[src/rtl/core/cmdp_pkg.sv]
// ----------------------------------------------------------------------------
// Command parser package
// Shared widths, keyword tables, parser state and result types.
// ----------------------------------------------------------------------------
package cmdp_pkg;

  localparam int unsigned CharW  = 8;
  localparam int unsigned NumW   = 31;
  localparam int unsigned CodeW  = 3;
  localparam int unsigned CountW = 3;
  localparam int unsigned NumKw  = 5;

  localparam logic [NumW-1:0]  SatMax    = '1;
  localparam logic [CharW-1:0] SpaceChar = 8'd32;
  localparam logic [CharW-1:0] DigitLo   = "0";
  localparam logic [CharW-1:0] DigitHi   = "9";

  typedef enum logic [CodeW-1:0] {
    CmdAdd   = 3'd0,
    CmdRm    = 3'd1,
    CmdQuery = 3'd2,
    CmdList  = 3'd3,
    CmdKill  = 3'd4
  } cmd_e;

  typedef struct packed {
    logic [CountW-1:0] tok_cnt;
    logic              in_tok;
    logic [CountW-1:0] kw_pos;
    logic [NumKw-1:0]  kw_cand;
    logic              x_digits;
    logic              y_digits;
    logic [NumW-1:0]   x_acc;
    logic [NumW-1:0]   y_acc;
  } state_t;

  localparam state_t StateRst = '{
    tok_cnt:  '0,
    in_tok:   1'b0,
    kw_pos:   '0,
    kw_cand:  '1,
    x_digits: 1'b1,
    y_digits: 1'b1,
    x_acc:    '0,
    y_acc:    '0
  };

  typedef struct packed {
    logic            valid_res;
    cmd_e            cmd_code;
    logic [NumW-1:0] x_value;
    logic [NumW-1:0] y_value;
  } result_t;

  function automatic logic [CountW-1:0] kw_len(input cmd_e k);
    logic [CountW-1:0] len;
    case (k)
      CmdAdd:   len = 3'd3;
      CmdRm:    len = 3'd2;
      CmdQuery: len = 3'd5;
      CmdList:  len = 3'd4;
      CmdKill:  len = 3'd4;
      default:  len = 3'd0;
    endcase
    return len;
  endfunction

  function automatic logic [CharW-1:0] kw_char(input cmd_e k, input logic [CountW-1:0] pos);
    logic [CharW-1:0] ch;
    ch = '0;
    case (k)
      CmdAdd: begin
        case (pos)
          3'd0:    ch = "a";
          3'd1:    ch = "d";
          3'd2:    ch = "d";
          default: ch = '0;
        endcase
      end
      CmdRm: begin
        case (pos)
          3'd0:    ch = "r";
          3'd1:    ch = "m";
          default: ch = '0;
        endcase
      end
      CmdQuery: begin
        case (pos)
          3'd0:    ch = "q";
          3'd1:    ch = "u";
          3'd2:    ch = "e";
          3'd3:    ch = "r";
          3'd4:    ch = "y";
          default: ch = '0;
        endcase
      end
      CmdList: begin
        case (pos)
          3'd0:    ch = "l";
          3'd1:    ch = "i";
          3'd2:    ch = "s";
          3'd3:    ch = "t";
          default: ch = '0;
        endcase
      end
      CmdKill: begin
        case (pos)
          3'd0:    ch = "k";
          3'd1:    ch = "i";
          3'd2:    ch = "l";
          3'd3:    ch = "l";
          default: ch = '0;
        endcase
      end
      default: ch = '0;
    endcase
    return ch;
  endfunction

  function automatic logic [NumW-1:0] push_digit(input logic [NumW-1:0] acc,
                                                 input logic [3:0] digit);
    logic [NumW+3:0] wide;
    logic [NumW-1:0] res;
    wide = ({4'b0, acc} << 3) + ({4'b0, acc} << 1) + (NumW+4)'(digit);
    if (wide > (NumW+4)'(SatMax)) begin
      res = SatMax;
    end else begin
      res = wide[NumW-1:0];
    end
    return res;
  endfunction

endpackage

[src/rtl/core/cmdp_stream_if.sv]
// ----------------------------------------------------------------------------
// Command parser channels
// Valid/ready channels for message bytes and parse results.
// ----------------------------------------------------------------------------
interface cmdp_byte_if;
  logic                        valid;
  logic                        ready;
  logic [cmdp_pkg::CharW-1:0]  char_in;
  logic                        end_of_message;

  modport source (output valid, output char_in, output end_of_message, input ready);
  modport sink (input valid, input char_in, input end_of_message, output ready);
endinterface

interface cmdp_result_if;
  logic                        valid;
  logic                        ready;
  logic                        valid_res;
  logic [cmdp_pkg::CodeW-1:0]  cmd_code;
  logic [cmdp_pkg::NumW-1:0]   x_value;
  logic [cmdp_pkg::NumW-1:0]   y_value;

  modport source (output valid, output valid_res, output cmd_code, output x_value,
                  output y_value, input ready);
  modport sink (input valid, input valid_res, input cmd_code, input x_value,
                input y_value, output ready);
endinterface

[src/rtl/core/cmdp_tokenizer.sv]
// ----------------------------------------------------------------------------
// Command parser tokenizer
// Holds the parse state and advances it by one message byte per step.
// ----------------------------------------------------------------------------
module cmdp_tokenizer (
  input  logic                       clk_i,
  input  logic                       rst_ni,
  input  logic                       step_i,
  input  logic [cmdp_pkg::CharW-1:0] char_i,
  input  logic                       last_i,
  output cmdp_pkg::state_t           state_o
);

  cmdp_pkg::state_t st_q;
  cmdp_pkg::state_t st_d;
  cmdp_pkg::state_t nxt;
  logic             is_digit;
  logic [3:0]       digit;
  logic [cmdp_pkg::CharW-1:0] digit_full;

  assign is_digit   = (char_i >= cmdp_pkg::DigitLo) && (char_i <= cmdp_pkg::DigitHi);
  assign digit_full = char_i - cmdp_pkg::DigitLo;
  assign digit      = digit_full[3:0];

  always_comb begin
    nxt = st_q;
    if (char_i == cmdp_pkg::SpaceChar) begin
      nxt.in_tok = 1'b0;
    end else begin
      if (!st_q.in_tok) begin
        nxt.in_tok = 1'b1;
        if (st_q.tok_cnt != '1) begin
          nxt.tok_cnt = st_q.tok_cnt + 3'd1;
        end
      end
      case (nxt.tok_cnt)
        3'd1: begin
          for (int k = 0; k < cmdp_pkg::NumKw; k++) begin
            if (st_q.kw_pos >= cmdp_pkg::kw_len(cmdp_pkg::cmd_e'(3'(k))) ||
                cmdp_pkg::kw_char(cmdp_pkg::cmd_e'(3'(k)), st_q.kw_pos) != char_i) begin
              nxt.kw_cand[k] = 1'b0;
            end
          end
          if (st_q.kw_pos != '1) begin
            nxt.kw_pos = st_q.kw_pos + 3'd1;
          end
        end
        3'd2: begin
          if (is_digit) begin
            nxt.x_acc = cmdp_pkg::push_digit(st_q.x_acc, digit);
          end else begin
            nxt.x_digits = 1'b0;
          end
        end
        3'd3: begin
          if (is_digit) begin
            nxt.y_acc = cmdp_pkg::push_digit(st_q.y_acc, digit);
          end else begin
            nxt.y_digits = 1'b0;
          end
        end
        default: begin
        end
      endcase
    end
  end

  always_comb begin
    st_d = st_q;
    if (step_i) begin
      st_d = last_i ? cmdp_pkg::StateRst : nxt;
    end
  end

  always_ff @(posedge clk_i or negedge rst_ni) begin
    if (!rst_ni) begin
      st_q <= cmdp_pkg::StateRst;
    end else begin
      st_q <= st_d;
    end
  end

  assign state_o = nxt;

endmodule

[src/rtl/core/cmdp_decode.sv]
// ----------------------------------------------------------------------------
// Command parser decode
// Turns the final parse state of a message into its result item.
// ----------------------------------------------------------------------------
module cmdp_decode (
  input  cmdp_pkg::state_t  state_i,
  output cmdp_pkg::result_t result_o
);

  logic           found;
  logic           ok;
  cmdp_pkg::cmd_e code;

  always_comb begin
    found = 1'b0;
    code  = cmdp_pkg::CmdAdd;
    if (state_i.tok_cnt != '0) begin
      for (int k = 0; k < cmdp_pkg::NumKw; k++) begin
        if (!found && state_i.kw_cand[k] &&
            state_i.kw_pos == cmdp_pkg::kw_len(cmdp_pkg::cmd_e'(3'(k)))) begin
          found = 1'b1;
          code  = cmdp_pkg::cmd_e'(3'(k));
        end
      end
    end
  end

  always_comb begin
    ok = 1'b0;
    if (found) begin
      if (code == cmdp_pkg::CmdList || code == cmdp_pkg::CmdKill) begin
        ok = (state_i.tok_cnt == 3'd1);
      end else begin
        ok = (state_i.tok_cnt == 3'd3) && state_i.x_digits && state_i.y_digits;
      end
    end
  end

  always_comb begin
    result_o.valid_res = ok;
    result_o.cmd_code  = ok ? code : cmdp_pkg::CmdAdd;
    result_o.x_value   = '0;
    result_o.y_value   = '0;
    if (ok && code != cmdp_pkg::CmdList && code != cmdp_pkg::CmdKill) begin
      result_o.x_value = state_i.x_acc;
      result_o.y_value = state_i.y_acc;
    end
  end

endmodule

[src/rtl/core/command_message_parser_unit.sv]
// ----------------------------------------------------------------------------
// Command message parser
// Parses a text command message byte by byte into a command code and two
// numeric arguments.
// ----------------------------------------------------------------------------
// Usage: drive one message byte per item on in_i, with end_of_message set on
// the final byte. Bytes of value 32 separate tokens. Only the final byte of a
// message yields an item on res_o: a validity flag, the command code and the
// two saturated arguments. Other bytes yield nothing.
// Throughput: one byte per cycle, save that a final byte holds while the
// result register is full. Each byte is held in an input register and then
// applied to the parse state, with the multiply-by-ten of the argument
// accumulators between the input and state registers. A final byte passes
// the input register, then the result register. Reset clears the parse
// state and the valid flags of both; the state also clears after each item.
// Stall: while a result item waits on res_o, bytes that do not end a message
// still advance; a byte that ends a message holds in the input register until
// the result register frees, and in_i.ready drops behind it.
// ----------------------------------------------------------------------------
module command_message_parser_unit (
  input  logic                  clk_i,
  input  logic                  rst_ni,
  cmdp_byte_if.sink             in_i,
  cmdp_result_if.source         res_o
);

  logic                       in_vld_q;
  logic [cmdp_pkg::CharW-1:0] in_char_q;
  logic                       in_last_q;
  logic                       advance;
  logic                       res_free;
  cmdp_pkg::state_t           fin_state;
  cmdp_pkg::result_t          res_d;
  cmdp_pkg::result_t          res_q;
  logic                       res_vld_q;

  assign res_free   = !res_vld_q || res_o.ready;
  assign advance    = in_vld_q && (!in_last_q || res_free);
  assign in_i.ready = !in_vld_q || advance;

  always_ff @(posedge clk_i or negedge rst_ni) begin
    if (!rst_ni) begin
      in_vld_q <= 1'b0;
    end else if (in_i.ready) begin
      in_vld_q <= in_i.valid;
    end
  end

  always_ff @(posedge clk_i) begin
    if (in_i.ready && in_i.valid) begin
      in_char_q <= in_i.char_in;
      in_last_q <= in_i.end_of_message;
    end
  end

  cmdp_tokenizer u_tokenizer (
    .clk_i   (clk_i),
    .rst_ni  (rst_ni),
    .step_i  (advance),
    .char_i  (in_char_q),
    .last_i  (in_last_q),
    .state_o (fin_state)
  );

  cmdp_decode u_decode (
    .state_i  (fin_state),
    .result_o (res_d)
  );

  always_ff @(posedge clk_i or negedge rst_ni) begin
    if (!rst_ni) begin
      res_vld_q <= 1'b0;
    end else if (res_free) begin
      res_vld_q <= advance && in_last_q;
    end
  end

  always_ff @(posedge clk_i) begin
    if (res_free && advance && in_last_q) begin
      res_q <= res_d;
    end
  end

  assign res_o.valid     = res_vld_q;
  assign res_o.valid_res = res_q.valid_res;
  assign res_o.cmd_code  = res_q.cmd_code;
  assign res_o.x_value   = res_q.x_value;
  assign res_o.y_value   = res_q.y_value;

endmodule

[src/flat_wrapper.sv]
// flat-port wrapper written by rule: the top's interface ports become plain ports
module command_message_parser_unit_flat 
  (clk_i, rst_ni, in_i_valid, in_i_char_in, in_i_end_of_message, in_i_ready, res_o_valid, res_o_valid_res, res_o_cmd_code, res_o_x_value, res_o_y_value, res_o_ready);
  cmdp_byte_if in_i_i ();
  cmdp_result_if res_o_i ();
  input  logic clk_i;
  input  logic rst_ni;
  input wire logic [$bits(in_i_i.valid)-1:0] in_i_valid;
  input wire logic [$bits(in_i_i.char_in)-1:0] in_i_char_in;
  input wire logic [$bits(in_i_i.end_of_message)-1:0] in_i_end_of_message;
  output wire logic [$bits(in_i_i.ready)-1:0] in_i_ready;
  output wire logic [$bits(res_o_i.valid)-1:0] res_o_valid;
  output wire logic [$bits(res_o_i.valid_res)-1:0] res_o_valid_res;
  output wire logic [$bits(res_o_i.cmd_code)-1:0] res_o_cmd_code;
  output wire logic [$bits(res_o_i.x_value)-1:0] res_o_x_value;
  output wire logic [$bits(res_o_i.y_value)-1:0] res_o_y_value;
  input wire logic [$bits(res_o_i.ready)-1:0] res_o_ready;
  assign in_i_i.valid = in_i_valid;
  assign in_i_i.char_in = in_i_char_in;
  assign in_i_i.end_of_message = in_i_end_of_message;
  assign in_i_ready = in_i_i.ready;
  assign res_o_valid = res_o_i.valid;
  assign res_o_valid_res = res_o_i.valid_res;
  assign res_o_cmd_code = res_o_i.cmd_code;
  assign res_o_x_value = res_o_i.x_value;
  assign res_o_y_value = res_o_i.y_value;
  assign res_o_i.ready = res_o_ready;
  command_message_parser_unit u_core (.clk_i(clk_i), .rst_ni(rst_ni), .in_i(in_i_i), .res_o(res_o_i));
endmodule
[config.mk]
export PLATFORM = sky130hd
export DESIGN_NAME = command_message_parser_unit_flat
export DESIGN_NICKNAME = d
export VERILOG_FILES = /design/src/rtl/core/cmdp_pkg.sv /design/src/rtl/core/cmdp_stream_if.sv /design/src/rtl/core/cmdp_tokenizer.sv /design/src/rtl/core/cmdp_decode.sv /design/src/rtl/core/command_message_parser_unit.sv /design/src/flat_wrapper.sv
export SDC_FILE = /design/constraint.sdc
export NUM_CORES = 1
export LEC_CHECK = 0
export BUFFER_PORTS_ARGS = -buffer_cell sky130_fd_sc_hd__buf_2
export CAP_MARGIN = 20
export CORE_MARGIN = 8
export CORE_UTILIZATION = 45
export CTS_CLUSTER_SIZE = 40
export DETAILED_ROUTE_END_ITERATION = 12
export GPL_TIMING_DRIVEN = 0
export SYNTH_ARGS = -nofsm -noshare
export SYNTH_HDL_FRONTEND = slang
export SYNTH_SLANG_ARGS = --single-unit
export TNS_END_PERCENT = 5
[constraint.sdc]
create_clock -name clk_i -period 5.1 [get_ports clk_i]
set_clock_uncertainty 0.2 [all_clocks]
set_input_delay 1.02 -clock clk_i [delete_from_list [all_inputs] [get_ports clk_i]]
set_output_delay 1.02 -clock clk_i [all_outputs]
set_load 0.005 [all_outputs]
; Yosys cells after proc, flatten, opt, wreduce, memory -nomap -nowiden
; Index checks and enable logic that the tools add are counted.
[word_totals]
ff_bits = 153
in_bits = 13
output_inout_bits = 68
[classes]
add_sub_neg = 7
n_lt_le_gt_ge = 8
eq_ne = 25
mux = 68
reduce_logical = 39
[ops]
columns = cell, n
row1 = 31-bit 2-to-1 mux, 6
row2 = 8-bit 2-to-1 mux, 11
row3 = 76-bit 2-to-1 mux, 1
row4 = 72-bit 2-to-1 mux, 1
row5 = 34-bit by 32-bit adder with 35-bit output, 2
row6 = 35-bit by 4-bit adder with 35-bit output, 2
row7 = "35-bit by 31-bit greater-than comparator with 1-bit output, second input constant", 2
row8 = 3-bit 2-to-1 mux, 19
row9 = 8-bit != test, 5
row10 = 7-bit one-hot mux with 5 select lines, 1
row11 = 7-bit one-hot mux with 2 select lines, 2
row12 = 7-bit one-hot mux with 4 select lines, 1
row13 = 1-bit 2-to-1 mux, 23
row14 = 7-bit one-hot mux with 3 select lines, 1
row15 = 1-bit logical AND, 19
row16 = "3-bit by 2-bit == test with 1-bit output, second input constant", 6
row17 = 3-bit == test, 4
row18 = 3-bit greater-or-equal comparator, 4
row19 = "3-bit by 1-bit == test with 1-bit output, second input constant", 3
row20 = 1-bit logical OR, 9
row21 = "3-bit != test, second input constant", 3
row22 = "8-bit by 6-bit == test with 1-bit output, second input constant", 1
row23 = "8-bit by 6-bit greater-or-equal comparator with 1-bit output, second input constant", 1
row24 = "8-bit by 6-bit <= comparator with 1-bit output, second input constant", 1
row25 = other kinds (9), 19

; Logic depth before layout (Yosys ltp)
[logic_depth]
word_depth = 42
mapped_depth = 15

; Hierarchy
; A second synthesis with hierarchy kept.
[hier_totals]
cells_unflattened = 1382
hier_area_um2 = 12210.5
[modules_own_cells]
columns = module, n_inst, cells_each, area_each_um2, seq_area_each_um2
row1 = cmdp_tokenizer, 1, 1122, 8799.7, 1910.6
row2 = command_message_parser_unit, 1, 85, 2358.5, 2302.2
row3 = cmdp_decode, 1, 175, 1052.3, 0.0

; Worst setup path after synthesis
; No wires, ideal clock.
[synth_timing]
path_kind = flip-flop to flip-flop
start = register u_core.u_tokenizer.st_q[0] in the netlist's numbering
end = register u_core.u_tokenizer.st_q[20] in the netlist's numbering
arrival_ns = 3.739
required_time_ns = 4.780
setup_slack_ns = 1.041
path_stages_with_launch = 15
path_buffers = 2
period_less_slack_ns = 4.059
path_cell_list = dfrtp_1 > fa_1 > inv_1 > fa_1 > nand2b_1 > a21oi_2 > o311a_4 > a2111oi_4 > or4b_4 > a21o_1 > a211oi_2 > buf_6 > buf_8 > o31ai_1 > a211oi_1
[synth_between]
elab_chain_cells = 8
[synth_lines]
columns = element, line_no
row1 = start: declaration, cmdp_tokenizer.sv:14  ; cmdp_pkg::state_t st_q;
row2 = start signal: assignment, cmdp_tokenizer.sv:77  ; st_q <= cmdp_pkg::StateRst;
row3 = start signal: assignment, cmdp_tokenizer.sv:79  ; st_q <= st_d;
row4 = 34-bit by 32-bit adder with 35-bit output (*), cmdp_pkg.sv:124  ; wide = ({4'b0, acc} << 3) + ({4'b0, acc} << 1) + (NumW+4)'(digit);
row5 = 35-bit by 4-bit adder with 35-bit output (*), cmdp_pkg.sv:124
row6 = 35-bit by 31-bit greater-than comparator with 1-bit output, cmdp_pkg.sv:125  ; if (wide > (NumW+4)'(SatMax)) begin
row7 = 31-bit 2-to-1 mux (*), cmdp_pkg.sv:125
row8 = 31-bit 2-to-1 mux (*), cmdp_tokenizer.sv:56  ; if (is_digit) begin
row9 = 31-bit 2-to-1 mux (*), cmdp_tokenizer.sv:36  ; case (nxt.tok_cnt)
row10 = 72-bit 2-to-1 mux (*), cmdp_tokenizer.sv:27  ; if (char_i == cmdp_pkg::SpaceChar) begin
row11 = 76-bit 2-to-1 mux (*), cmdp_tokenizer.sv:71  ; st_d = last_i ? cmdp_pkg::StateRst : nxt;
; Every way passes the cells marked *; elsewhere a longest branch is shown, timed or not.
; A chain may end at the register's enable or synchronous reset.

; Final worst setup path
[layout_timing]
start = register u_core.in_char_q[3] in the netlist's numbering
end = register u_core.res_q (netlist bit u_core.res_o.y_value[15]) (data pin)
[layout_between]
elab_chain_cells = 34
word_cells_on_any_way = 78
classes_between = 2 x add/sub / 3 x order compare / 16 x eq/ne / 32 x mux / 25 x reduce/logical
[layout_lines]
columns = element, line_no
row1 = start: declaration, command_message_parser_unit.sv:28  ; logic [cmdp_pkg::CharW-1:0] in_char_q;
row2 = start signal: assignment, command_message_parser_unit.sv:51  ; in_char_q <= in_i.char_in;
row3 = 8-bit != test, cmdp_tokenizer.sv:40  ; cmdp_pkg::kw_char(cmdp_pkg::cmd_e'(3'(k)), st_q.kw_pos) != char_i) begin
row4 = 1-bit logical OR, cmdp_tokenizer.sv:39  ; if (st_q.kw_pos >= cmdp_pkg::kw_len(cmdp_pkg::cmd_e'(3'(k))) ||
row5 = 1-bit 2-to-1 mux, cmdp_tokenizer.sv:39
row6 = 8-bit 2-to-1 mux, cmdp_tokenizer.sv:36
row7 = 72-bit 2-to-1 mux, cmdp_tokenizer.sv:27
row8 = 1-bit logical AND, cmdp_decode.sv:19  ; if (!found && state_i.kw_cand[k] &&
row9 = 1-bit 2-to-1 mux, cmdp_decode.sv:19
row10 = 1-bit 2-to-1 mux, cmdp_decode.sv:17  ; if (state_i.tok_cnt != '0) begin
row11 = (+16 left out), n/a
row12 = 1-bit logical AND (2 in series), cmdp_decode.sv:19
row13 = 3-bit 2-to-1 mux, cmdp_decode.sv:19
row14 = 3-bit 2-to-1 mux, cmdp_decode.sv:17
row15 = 3-bit by 2-bit == test with 1-bit output or 3-bit == test (tied branches), cmdp_decode.sv:31  ; if (code == cmdp_pkg::CmdList || code == cmdp_pkg::CmdKill) begin
row16 = 1-bit logical OR, cmdp_decode.sv:31
row17 = 1-bit 2-to-1 mux, cmdp_decode.sv:31
row18 = 1-bit 2-to-1 mux, cmdp_decode.sv:30  ; if (found) begin
row19 = 1-bit logical AND (2 in series), cmdp_decode.sv:44  ; if (ok && code != cmdp_pkg::CmdList && code != cmdp_pkg::CmdKill) begin
row20 = end signal: assignment, command_message_parser_unit.sv:80  ; res_q <= res_d;
row21 = end: declaration, command_message_parser_unit.sv:34  ; cmdp_pkg::result_t res_q;
; Several ways; a longest one is shown, not always the timed one. The select of a mux whose other input is x is not followed.

==> metrics.txt <==
crit-path max FO=10; Post-Syn Nets=1440; Reg-to-Reg End=u_core.res_o.y_value[15]$_SDFFCE_PN0P_; Overall Global Routing Usage=21.3%; fmax=0.203 GHz; worst hold path depth=2; drt pass-1 iters=6; Buffers on Ports=80; final wirelength=33400 µm; growth of design area from synthesis to finish=13.0%; commonest non-fill, non-tap cell in the layout=a21oi_1; Max-Cap Viols=0; Setup TNS=0 ps; Post-synth EDFFs=75; main combinational cell family by area after synthesis=compound AO/OA/AOI/OAI gates; slowest CP cell=nor4_4; Mean Syn Cell Area=9.04 µm²; Final Instance Area=13200 µm²; Post-Syn Area=11700 µm²; antenna-violating nets left=0; Worst Setup Path Type=reg2reg; vias in the first global route=9735; Compound-Gate Fraction of Synth Area=23.7%; Starting Density=45.3%; share of post-route cells with drive strength above 1=12.9%; post-DP HPWL=24700 µm; Startpoint Class=flop; latest clock arrival within the worst-skew pair=430 ps; run status=finished, final reports clean; Overall Power=3.28 mW; Mapped Cells=1296; first-pass GRT wire length=53700 µm; routability congestion estimate=0.896; pre-CTS setup slack=194 ps; die area=31400 µm²; Hold Fails Final Rpt=0; fillers=2454; Multi-input gate area=6960 µm²; initial antenna violation count=0; fin crit share=96.4%; P per Cell Area=248 nW/µm²; mux cell area share after synthesis=0.748%; Leak=5.85 nW; worst reg2reg path depth=13; endpoint type of the worst setup path=flop; critical path arrival=4890 ps; # hold bufs at CTS=0; CTS tree=done; Vias/cell=5.97; die height=177 µm; Worst Max-Slew Pin Slew=1140 ps; synthesized flop and latch total=153; setup repair after global routing missed its margin=yes; Synth cell types=92; most frequent cells in the layout=131 x a21oi_1, 127 x ha_1, 116 x nor2_1; Final Net Count=1542; IO Count=81; reg-to-reg slack, setup=180 ps; critical-path cell list=fa_1, inv_1, fa_1, nand2b_1, a21oi_2, o311a_4, a2111oi_4, or4b_4, a21oi_1, a211oi_2, nor4_4, buf_4, a21oi_1; post-synthesis sequential area ratio=36.0%; Hold EP=u_core.u_tokenizer.st_q[66]$_DFFE_PN1P_; max-slew violations=0; xor and xnor fraction of the mapped netlist area=4.19%; Clock Tree Root=clkbuf_16; Reg area=4210 µm²; largest net degree at the start of global routing=48; Synth Area in Adders=14.3%; Core Box Area=25800 µm²; Ys Warns=0; worst r2r src=u_core.in_char_q[3]$_DFFE_PP_; min-delay src=u_core.u_tokenizer.st_q[66]$_DFFE_PN1P_; Async S/R FF share, synth=51.0%; global route total overflow=0; DP Cell Count=1713; max incr delay on CP=640 ps; post-synthesis simple-gate area fraction=16.5%; die width=177 µm; Tightest Hold Check Type=reg2reg; placed inst area=12600 µm²; Antenna Cells=0; fin worst setup slack=183 ps; clock transition at the registers of the reported paths=70 ps; routed vias=10.4k; clock sinks=153; FP Rows=59; Iter 0 DRT Violations=865; # setup viols final=0; non-filler cells, final=1746; drt drc=0; clock buffer depth=2; CP required=5070 ps; VDD IR-drop max=0.000167 V; Slew Limit Headroom=23.7%; per-cell routed wire length=19.1 µm; ys flop type=edfxtp_1; H-tree Lvls=4; crit path time final=4920 ps; CTS Buf Count=17
==> flip-flops by register name (all words and copies together), names as in the netlist <==
signal	count
u_core.res_o.valid	1
u_core.res_o.x_value	31
u_core.res_o.valid_res	1
u_core.in_vld_q	1
u_core.res_o.cmd_code	3
u_core.u_tokenizer.st_q	76
u_core.in_last_q	1
u_core.res_o.y_value	31
u_core.in_char_q	8
==> critical path, delay by kind of cell (launching register included) <==
family	cells	cell delay, ps
flip-flops	1	560
AND/OR/NAND/NOR	3	1430
adder cells (fa/ha/maj)	2	1050
AO/OA/AOI/OAI	6	1000
buffers and inverters	2	390
==> cells in the mapped netlist (all sizes together), types with 6 or more instances <==
cell	instances	area [µm²]
a211oi	15	130
a21o	30	225
a21oi	134	682
a31oi	7	43.8
and2	14	87.6
buf	26	155
clkbuf	44	166
dfrtp	71	1780
dfstp	7	184
edfxtp	75	2250
ha	127	1590
inv	59	221
mux2	6	67.6
nand2	94	355
nand2b	16	100
nand3	21	105
nand3b	6	45.0
nand4	17	106
nor2	119	454
nor2b	7	43.8
nor3	39	206
nor3b	6	50.1
nor4	8	65.1
nor4b	7	61.3
o211ai	16	125
o21a	9	67.6
o21ai	117	586
o22ai	13	81.3
o31ai	14	105
o32ai	8	70.1
o41ai	18	165
or3	9	56.3
or4	7	56.3
xnor2	34	298
xor2	22	193
==> worst max path at each step <==
| stage | startpoint | endpoint | slack (ps) | depth (start not counted) |
|---|---|---|---|---|
| 2_1_floorplan | u_core.u_tokenizer.st_q[0]$_DFFE_PN0P_ | u_core.u_tokenizer.st_q[20]$_DFFE_PN0P_ | 1040 | 14 |
| 3_3_place_gp | u_core.in_char_q[3]$_DFFE_PP_ | u_core.res_o.y_value[11]$_SDFFCE_PN0P_ | 210 | 13 |
| 3_5_place_dp | u_core.in_char_q[3]$_DFFE_PP_ | u_core.res_o.y_value[19]$_SDFFCE_PN0P_ | 190 | 13 |
| 4_1_cts | u_core.in_char_q[3]$_DFFE_PP_ | u_core.res_o.y_value[19]$_SDFFCE_PN0P_ | 150 | 13 |
| 5_1_grt | u_core.in_char_q[3]$_DFFE_PP_ | u_core.res_o.y_value[19]$_SDFFCE_PN0P_ | -8 | 13 |
| 6_report | u_core.in_char_q[3]$_DFFE_PP_ | u_core.res_o.y_value[15]$_SDFFCE_PN0P_ | 180 | 13 |
==> what timing repair did <==
action,4_1_cts,5_1_grt
hold endpoints to repair,0,0
buffers inserted,0,1
setup endpoints to repair,0,34
gates resized for setup,0,4
==> through the flow <==
| stage | hold WS (ps) | util (%) |
|---|---|---|
| after floorplan | 240 | - |
| after global placement | 251 | 48.5 |
| after detailed placement | 256 | 48.7 |
| after CTS | 266 | 51.1 |
| after global routing | 290 | 51.2 |
| final | 264 | 51.2 |
==> logic make-up (layout without fill, tap and decap cells) <==
family / after synthesis / count (layout)
flops: 153 / 153
compound gates: 432 / 432
mux: 8 / 8
xor+xnor: 56 / 56
buf+inv: 130 / 245
fa+ha+maj: 131 / 131
simple gates: 386 / 386
==> where the power goes <==
part           switching (mW)  leakage (nW)  total [mW]  internal (mW)
Sequential             0.0424          1.78        1.40           1.36
Clock                   0.548         0.294        1.38          0.835
Combinational           0.323          3.78       0.496          0.174
Total                   0.913          5.85        3.28           2.37
==> layout make-up <==
| type | count | share of cell area [%] |
|---|---|---|
| Sequential cell | 153 | 31.8 |
| Buffer | 70 | 2.47 |
| Multi-Input combinational cell | 1013 | 52.6 |
| Tap cell | 335 | 3.17 |
| Inverter | 60 | 1.72 |
| Clock inverter | 11 | 1.31 |
| Timing Repair Buffer | 83 | 3.55 |
| Clock buffer | 21 | 3.40 |
==> layer usage <==
layer,track usage [%],share of wire (%)
met1,31.5,49
met2,31.4,43
met3,4.13,7.2
met4,5.31,1.5
met5,0,0
(Power assumes the default switching activity.)
